<file path="config.mk">
export PLATFORM = sky130hd
export DESIGN_NAME = run_grouped_top_k_sum
export DESIGN_NICKNAME = d
export VERILOG_FILES = /design/src/rtl/core/rgtks_pkg.sv /design/src/rtl/core/rgtks_cell.sv /design/src/rtl/core/run_grouped_top_k_sum.sv
export SDC_FILE = /design/constraint.sdc
export NUM_CORES = 2
export LEC_CHECK = 0
export BUFFER_PORTS_ARGS = -buffer_cell sky130_fd_sc_hd__buf_2
export CAP_MARGIN = 20
export CORE_MARGIN = 2
export CORE_UTILIZATION = 40
export DETAILED_ROUTE_END_ITERATION = 12
export GPL_TIMING_DRIVEN = 0
export HOLD_SLACK_MARGIN = 0.12
export PLACE_DENSITY = 0.65
export SYNTH_ARGS = -nofsm -noshare
export SYNTH_HDL_FRONTEND = slang
export SYNTH_SLANG_ARGS = --single-unit
</file>
<file path="constraint.sdc">
create_clock -name clk_i -period 5.5 [get_ports clk_i]
set_input_delay 0.275 -clock clk_i [delete_from_list [all_inputs] [get_ports clk_i]]
set_output_delay 0.275 -clock clk_i [all_outputs]
set_load 0.03 [all_outputs]
</file>
<file path="src/rtl/core/rgtks_pkg.sv">
// ----------------------------------------------------------------------------
// rgtks_pkg: shared types and constants for run_grouped_top_k_sum
// Field widths, cell commands and the sequencer state encoding.
// ----------------------------------------------------------------------------
package rgtks_pkg;

  localparam int KEY_W      = 5;
  localparam int VALUE_W    = 30;
  localparam int TC_W       = 6;
  localparam int TOTAL_W    = 63;
  localparam int MAX_K_DEF  = 32;

  localparam int IN_DATA_W  = 40;   // key + value, padded to whole bytes
  localparam int OUT_DATA_W = 64;   // total, padded to whole bytes

  localparam logic [TC_W-1:0]    TC_RESET  = TC_W'(1);
  localparam logic [TOTAL_W-1:0] TOTAL_MAX = {TOTAL_W{1'b1}};

  typedef enum logic [1:0] {
    CELL_HOLD,
    CELL_INSERT,
    CELL_SHIFT,
    CELL_CLEAR
  } cell_op_e;

  typedef struct packed {
    cell_op_e            op;
    logic [VALUE_W-1:0]  ins_value;
  } cell_ctrl_t;

  typedef enum logic [1:0] {
    ST_IDLE,
    ST_CLOSE,
    ST_INSERT,
    ST_EMIT
  } seq_state_e;

endpackage

</file>
<file path="src/rtl/core/rgtks_cell.sv">
// ----------------------------------------------------------------------------
// rgtks_cell: one slot of the sorted best-values chain
// Compare-and-shift insert, shift toward the head for draining, clear.
// ----------------------------------------------------------------------------
module rgtks_cell (
  input  logic                          clk_i,
  input  logic                          rst_ni,
  input  rgtks_pkg::cell_ctrl_t         ctrl_i,
  input  logic [rgtks_pkg::VALUE_W-1:0] prev_val_i,  // neighbor toward the head
  input  logic                          prev_gt_i,   // neighbor's compare result
  input  logic [rgtks_pkg::VALUE_W-1:0] next_val_i,  // neighbor toward the tail
  output logic [rgtks_pkg::VALUE_W-1:0] val_o,
  output logic                          gt_o
);
  import rgtks_pkg::*;

  logic [VALUE_W-1:0] val_q, val_d;

  // new value beats this slot; chain is sorted so gt is monotone along it
  assign gt_o = ctrl_i.ins_value > val_q;

  always_comb begin
    val_d = val_q;
    unique case (ctrl_i.op)
      CELL_HOLD:   val_d = val_q;
      CELL_INSERT: begin
        if (gt_o) begin
          val_d = prev_gt_i ? prev_val_i : ctrl_i.ins_value;
        end
      end
      CELL_SHIFT:  val_d = next_val_i;
      CELL_CLEAR:  val_d = '0;
      default:     val_d = val_q;
    endcase
  end

  always_ff @(posedge clk_i or negedge rst_ni) begin
    if (!rst_ni) begin
      val_q <= '0;
    end else begin
      val_q <= val_d;
    end
  end

  assign val_o = val_q;

endmodule

</file>
<file path="src/rtl/core/run_grouped_top_k_sum.sv">
// ----------------------------------------------------------------------------
// run_grouped_top_k_sum: sum of the top values of each keyed run
// Sorted compare-and-shift cell chain per run, drained into a saturating total.
// ----------------------------------------------------------------------------
//
//  channel   | dir | handshake                  | payload
//  ----------+-----+----------------------------+------------------------------
//  s_axis    | in  | s_axis_tvalid/s_axis_tready| tdata {pad, value, key}, tlast
//  m_axis    | out | m_axis_tvalid/m_axis_tready| tdata {pad, total}
//  cfg       | in  | cfg_valid_i/cfg_ready_o    | cfg_data_i = top_count
//
//  Items of the open run are taken back to back while the sequencer is idle.
//  A key change stalls the input while the chain shifts its head into the
//  total once per counted value, min(top_count, MAX_K), clears, then inserts
//  the held item. A last item drains the run the same way, then its total is
//  loaded into the output register. Only the single head tap feeds the total.
//  Reset: async, active low; chain, total, run state cleared, top_count = 1.
//  Stalls: the result sits in an output register; while it waits the block
//  keeps taking items, and only a later result waits for the slot.
//
//  Empty slots hold zero, so the sum of the first top_count slots equals the
//  sum over the filled ones; no per-slot valid bits are needed.
//
module run_grouped_top_k_sum #(
  parameter int MAX_K = rgtks_pkg::MAX_K_DEF
) (
  input  logic                             clk_i,
  input  logic                             rst_ni,
  // input requests
  input  logic                             s_axis_tvalid,
  output logic                             s_axis_tready,
  input  logic [rgtks_pkg::IN_DATA_W-1:0]  s_axis_tdata,  // [4:0] key, [34:5] value
  input  logic                             s_axis_tlast,  // last
  // results
  output logic                             m_axis_tvalid,
  input  logic                             m_axis_tready,
  output logic [rgtks_pkg::OUT_DATA_W-1:0] m_axis_tdata,  // [62:0] total
  // top_count register
  input  logic                             cfg_valid_i,
  output logic                             cfg_ready_o,
  input  logic [rgtks_pkg::TC_W-1:0]       cfg_data_i
);
  import rgtks_pkg::*;

  localparam int CNT_W = $clog2(MAX_K + 1);

  // input unpack
  logic [KEY_W-1:0]   in_key;
  logic [VALUE_W-1:0] in_value;
  assign in_key   = s_axis_tdata[KEY_W-1:0];
  assign in_value = s_axis_tdata[KEY_W +: VALUE_W];

  // control and run state
  seq_state_e          state_q, state_d;
  logic [CNT_W-1:0]    cnt_q;
  logic                pend_q;
  logic [KEY_W-1:0]    hold_key_q;
  logic [VALUE_W-1:0]  hold_val_q;
  logic                hold_last_q;
  logic [KEY_W-1:0]    cur_key_q;
  logic                run_open_q;
  logic [TOTAL_W-1:0]  total_q;
  logic [TC_W-1:0]     top_count_q;
  logic                out_valid_q;
  logic [TOTAL_W-1:0]  out_data_q;

  logic                in_fire, need_close, emit_ok;
  logic [CNT_W-1:0]    lim;
  cell_ctrl_t          ctrl;

  // chain
  logic [VALUE_W-1:0]  cell_val [MAX_K];
  logic                cell_gt  [MAX_K];

  assign in_fire    = s_axis_tvalid && s_axis_tready;
  assign need_close = run_open_q && (in_key != cur_key_q);
  assign emit_ok    = !out_valid_q || m_axis_tready;
  // top_count clamped to the chain length
  assign lim = (int'(top_count_q) > MAX_K) ? CNT_W'(MAX_K) : CNT_W'(top_count_q);

  // saturating add of the chain head into the total
  logic [TOTAL_W:0]   acc_sum;
  logic [TOTAL_W-1:0] acc_sat;
  assign acc_sum = {1'b0, total_q} + (TOTAL_W + 1)'(cell_val[0]);
  assign acc_sat = acc_sum[TOTAL_W] ? TOTAL_MAX : acc_sum[TOTAL_W-1:0];

  // ---- next state ----
  always_comb begin
    state_d = state_q;
    unique case (state_q)
      ST_IDLE: begin
        if (in_fire && (need_close || s_axis_tlast)) begin
          state_d = ST_CLOSE;
        end
      end
      ST_CLOSE: begin
        if (cnt_q == '0) begin
          state_d = pend_q ? ST_INSERT : ST_EMIT;
        end
      end
      ST_INSERT: state_d = hold_last_q ? ST_CLOSE : ST_IDLE;
      ST_EMIT: begin
        if (emit_ok) begin
          state_d = ST_IDLE;
        end
      end
      default: state_d = ST_IDLE;
    endcase
  end

  // ---- outputs of the sequencer: chain command and input ready ----
  always_comb begin
    ctrl.op        = CELL_HOLD;
    ctrl.ins_value = in_value;
    s_axis_tready  = 1'b0;
    unique case (state_q)
      ST_IDLE: begin
        s_axis_tready = 1'b1;
        // ready is high here, so tvalid alone marks an accepted request
        if (s_axis_tvalid && !need_close) begin
          ctrl.op = CELL_INSERT;
        end
      end
      ST_CLOSE:  ctrl.op = (cnt_q != '0) ? CELL_SHIFT : CELL_CLEAR;
      ST_INSERT: begin
        ctrl.op        = CELL_INSERT;
        ctrl.ins_value = hold_val_q;
      end
      ST_EMIT:   ctrl.op = CELL_HOLD;
      default:   ctrl.op = CELL_HOLD;
    endcase
  end

  // ---- cell chain: head (index 0) holds the largest value ----
  for (genvar i = 0; i < MAX_K; i++) begin : g_cell
    logic [VALUE_W-1:0] prev_val, next_val;
    logic               prev_gt;
    if (i == 0) begin : g_head
      assign prev_val = '0;
      assign prev_gt  = 1'b0;
    end else begin : g_body
      assign prev_val = cell_val[i-1];
      assign prev_gt  = cell_gt[i-1];
    end
    if (i == MAX_K - 1) begin : g_tail
      assign next_val = '0;
    end else begin : g_mid
      assign next_val = cell_val[i+1];
    end
    rgtks_cell u_cell (
      .clk_i      (clk_i),
      .rst_ni     (rst_ni),
      .ctrl_i     (ctrl),
      .prev_val_i (prev_val),
      .prev_gt_i  (prev_gt),
      .next_val_i (next_val),
      .val_o      (cell_val[i]),
      .gt_o       (cell_gt[i])
    );
  end

  // ---- state register ----
  always_ff @(posedge clk_i or negedge rst_ni) begin
    if (!rst_ni) begin
      state_q <= ST_IDLE;
    end else begin
      state_q <= state_d;
    end
  end

  // ---- run bookkeeping and total ----
  always_ff @(posedge clk_i or negedge rst_ni) begin
    if (!rst_ni) begin
      cnt_q      <= '0;
      pend_q     <= 1'b0;
      cur_key_q  <= '0;
      run_open_q <= 1'b0;
      total_q    <= '0;
    end else begin
      unique case (state_q)
        ST_IDLE: begin
          if (in_fire) begin
            if (need_close) begin
              cnt_q  <= lim;
              pend_q <= 1'b1;
            end else begin
              cur_key_q  <= in_key;
              run_open_q <= 1'b1;
              pend_q     <= 1'b0;
              if (s_axis_tlast) begin
                cnt_q <= lim;
              end
            end
          end
        end
        ST_CLOSE: begin
          if (cnt_q != '0) begin
            cnt_q   <= cnt_q - CNT_W'(1);
            total_q <= acc_sat;
          end else begin
            run_open_q <= 1'b0;
          end
        end
        ST_INSERT: begin
          cur_key_q  <= hold_key_q;
          run_open_q <= 1'b1;
          pend_q     <= 1'b0;
          if (hold_last_q) begin
            cnt_q <= lim;
          end
        end
        ST_EMIT: begin
          if (emit_ok) begin
            total_q   <= '0;
            cur_key_q <= '0;
          end
        end
        default: ;
      endcase
    end
  end

  // held item while the previous run drains
  always_ff @(posedge clk_i) begin
    if (state_q == ST_IDLE && in_fire && need_close) begin
      hold_key_q  <= in_key;
      hold_val_q  <= in_value;
      hold_last_q <= s_axis_tlast;
    end
  end

  // ---- top_count register ----
  assign cfg_ready_o = 1'b1;
  always_ff @(posedge clk_i or negedge rst_ni) begin
    if (!rst_ni) begin
      top_count_q <= TC_RESET;
    end else if (cfg_valid_i && cfg_ready_o) begin
      top_count_q <= cfg_data_i;
    end
  end

  // ---- output register ----
  always_ff @(posedge clk_i or negedge rst_ni) begin
    if (!rst_ni) begin
      out_valid_q <= 1'b0;
    end else if (state_q == ST_EMIT && emit_ok) begin
      out_valid_q <= 1'b1;
    end else if (m_axis_tready) begin
      out_valid_q <= 1'b0;
    end
  end

  always_ff @(posedge clk_i) begin
    if (state_q == ST_EMIT && emit_ok) begin
      out_data_q <= total_q;
    end
  end

  assign m_axis_tvalid = out_valid_q;
  assign m_axis_tdata  = {{(OUT_DATA_W - TOTAL_W){1'b0}}, out_data_q};

`ifndef SYNTH
  // chain stays sorted, largest first
  for (genvar j = 0; j < MAX_K - 1; j++) begin : g_chk_sorted
    a_sorted: assert property (@(posedge clk_i) disable iff (!rst_ni)
      cell_val[j] >= cell_val[j+1])
      else $error("best-value chain out of order");
  end

  a_cnt_bound: assert property (@(posedge clk_i) disable iff (!rst_ni)
    int'(cnt_q) <= MAX_K)
    else $error("drain count beyond chain length");

  a_emit_clears: assert property (@(posedge clk_i) disable iff (!rst_ni)
    (state_q == ST_EMIT && emit_ok) |=>
      (total_q == '0 && m_axis_tvalid && out_data_q == $past(total_q)))
    else $error("emitted total not loaded or total not cleared");
`endif

endmodule

</file>
==> flow_summary.toml <==
[outcome]
status = "complete, no violations"

[worst_setup_path]
cp_slowest_stage_delay_ns = 0.43
worstReg2RegStart = "state_q[0]"
worst_r2r_path_depth = 20
critPathBufInv = 9
critical_path_peak_fanout = 21
rrSetupSlack_ns = 0.009
path_cells = "nand2b_1 -> buf_12 -> buf_6 -> buf_12 -> mux2i_4 -> buf_12 -> clkinv_4 -> buf_4 -> buf_12 -> ha_1 -> nand4_1 -> nor2_1 -> nand3_1 -> o221ai_1 -> a31o_2 -> nand3_1 -> nand2_1 -> clkbuf_2 -> clkbuf_2 -> o221ai_1"
crit_family = "buffers and inverters"
crit_type = "reg -> reg"
r2r-end = "g_cell[29].u_cell.val_o[25]"
arrival_ns = 6.18
worstPathRequired_ns = 6.19
cp_slowest_cell = "dfrtp_2"
setup.worst_path.start = "state_q[0]"
start_kind = "register"
cpMostUsedCell = "buf_12"
cp.depth = 20
crit_end = "g_cell[29].u_cell.val_o[25]"
end_kind = "register"

[synthesis]
synthDistinctLibCells = 99
synth_area_um2 = 82950
synth_edf_count = 99
yosysTopAreaCell = "dfrtp_1"
synth-seq-cells = 1144
syn_nets = 10370
synth_top_area_frac = 0.3150
synth_top_flop_cell = "dfrtp_1"
ys_seq_area_frac = 0.3511
synthCells = 9357
yosysWarnings = 0
syn_avg_cell_area_um2 = 8.865
synthTopCellsByArea = "dfrtp_1, ha_1, o21ai_0"
async_reset_ff_frac = 0.9135

[die]
ioPinCount = 119
fp.dieW_um = 459.4
core_region_area_um2 = 206700
die_y_um = 459.4
start_util = 0.4014
num_rows = 167
die_area_um2 = 211000

[sta]
fin_tns_setup_ns = 0
hold_violations = 0
min_period_ns = 5.491
drv_slew = 0
setup_violations = 0
skew_ns = 0.05235
fin_crit_sh = 0.9985
hold_slack_ns = 0.1739
relSlewSlack = 0.1256
fmax_ghz = 0.1821
worstMarginPinSlew_ns = 1.308

[global_route]
grt_max_degree = 155
overflow = 0
grt_pass1_vias = 80560
grt_use_total = 0.3705
grt_pass1_wl_um = 569700
antenna_found_initial = 41

[cts]
cts.path.max_buffers = 3
clock_latency_ns = 0.84
root_buffer = "clkbuf_16"
cts_tree = "built"
path_clk_slew_ns = 0.06
cts_buffers = 141
cts_max_level = 4
clkSinkCount = 1144

[power_and_ir_drop]
pwr-share-comb = 0.556
power_density_nw_per_um2 = 636.4
vdd_drop_max_mv = 0.4223
power_frac_clock = 0.163
netSwitchingFraction = 0.5058
intPower_uw = 30140
power_uw = 60990
p_leak_uw = 0.04235
seqPwrFrac = 0.280
p_sw_uw = 30850

[finish]
fin_cells = 12630
drive_gt1_frac = 0.09545
fin_nets = 10800
final_util = 0.4638
nFillCells = 19710
area_growth_syn_to_layout_pct = 15.55

[placed_design]
placedCellCount = 12260
dp_hpwl_um = 306200
portBuffers = 110
place_congestion = 1.027

[drt]
route.detailed.drc = 0
wl_per_cell_um = 31.79
ant_nets = 0
wl_um = 401500
drtPass1Iterations = 8
avgViaCountPerCell = 6.624
dr_total_vias = 83670
drtIter0Drc = 11500

[run]
max-cap-violations = 0

[hold_path]
min_delay_path_depth = 3
hold_class = "in -> reg"
## layer usage
layer  share of wire  GRT usage
met1            0.38     0.4636
met4           0.095     0.2985
met3            0.11    0.09909
met2            0.41     0.5360
met5         0.00038          0
## flip-flops by register name (all words and copies together), names as in the netlist, 2 cells and up
name and flops:
cnt_q 6, cur_key_q 5, g_cell.u_cell.val_o 960, hold_key_q 5
hold_val_q 30, out_data_q 63, state_q 2, top_count_q 6
total_q 63
## what timing repair did
item	4_1_cts	5_1_grt
gates resized for setup	216	94
hold endpoints to repair	377	0
pin swaps	2	4
buffers inserted	26	13
hold buffers	52	0
cloned	0	0
endpoints found under the setup margin	960	743
## power groups by stage
stage                     sequential [uW]  clock [uW]  combinational [uW]
after floorplan                     14600           0               22000
final                               17100        9970               33900
after global placement              16700           0               30800
after detailed placement            16800           0               32100
after CTS                           16700        9950               32600
after global routing                17300       10300               36600
## stage by stage
step	cell area (um^2)	setup slack, ns
after floorplan	82950	0.4661
final	95840	0.008501
after CTS	95290	0.001314
after global routing	95790	-0.02727
after global placement	86880	-19.61
after detailed placement	88790	-2.714
## worst min-delay path by stage
stage,from,endpoint,slack [ns]
after floorplan,rst_ni,cnt_q[0],-0.02
after global placement,g_cell[29].u_cell.val_o[1],g_cell[28].u_cell.val_o[1],0.47
after detailed placement,rst_ni,g_cell[12].u_cell.val_o[25],0.16
after CTS,m_axis_tready,m_axis_tvalid,0.13
after global routing,m_axis_tready,m_axis_tvalid,0.12
final,m_axis_tready,m_axis_tvalid,0.17
## cells in the mapped netlist, types with 139 or more instances
library cell	count
mux2i_1	370
clkbuf_1	472
nor2_1	513
a221oi_1	139
nand4_1	178
a21oi_1	705
a211oi_1	165
nand3_1	140
inv_1	1024
ha_1	959
a32oi_1	211
dfrtp_1	1044
o221ai_1	198
nand2_1	722
a221o_1	156
o21ai_0	796
## layout by cell type (no fill, tap or decap), types with 156 or more instances in the layout
master and n:
o221ai_1 197, ha_1 959, o21ai_0 795, nand2_1 722, buf_2 198, clkbuf_1 402, nand4_1 178, inv_1 1024
mux2i_1 340, a221o_1 156, dfrtp_1 1043, nor2_1 512, a211oi_1 165, a21oi_1 703, a32oi_1 210
## tightest hold or removal path: stages
cell	delay (ns)
buf_2	0.08
nand2b_1	0.48
nand2_1	0.10
## cell families (layout without fill, tap and decap cells)
family	Yosys count	in the layout	share of synthesized area
DFF	1144	1144	0.3511
other	2	30	0.00009054
buffers and inverters	1695	2238	0.08007
xor gates and xnor gates	60	60	0.006336
muxes	439	439	0.05402
and+or+nand+nor	1847	1847	0.1006
adders and majority gates	960	960	0.1449
AOI/OAI and AO/OA	3210	3210	0.2628
## layout make-up
class	count	area [um^2]	share of cell area
multi-input cells	6518	47850	0.4992
repair buffers	295	3500	0.03651
plain buffers	635	2970	0.03099
inverters	1056	4128	0.04307
well taps	2704	3383	0.03530
clock buffers	195	4074	0.04251
clock inverters	57	742.0	0.007742
diodes	28	70.07	0.0007311
flip-flops and latches	1144	29130	0.3039
Power figures use the tool's default switching activity.
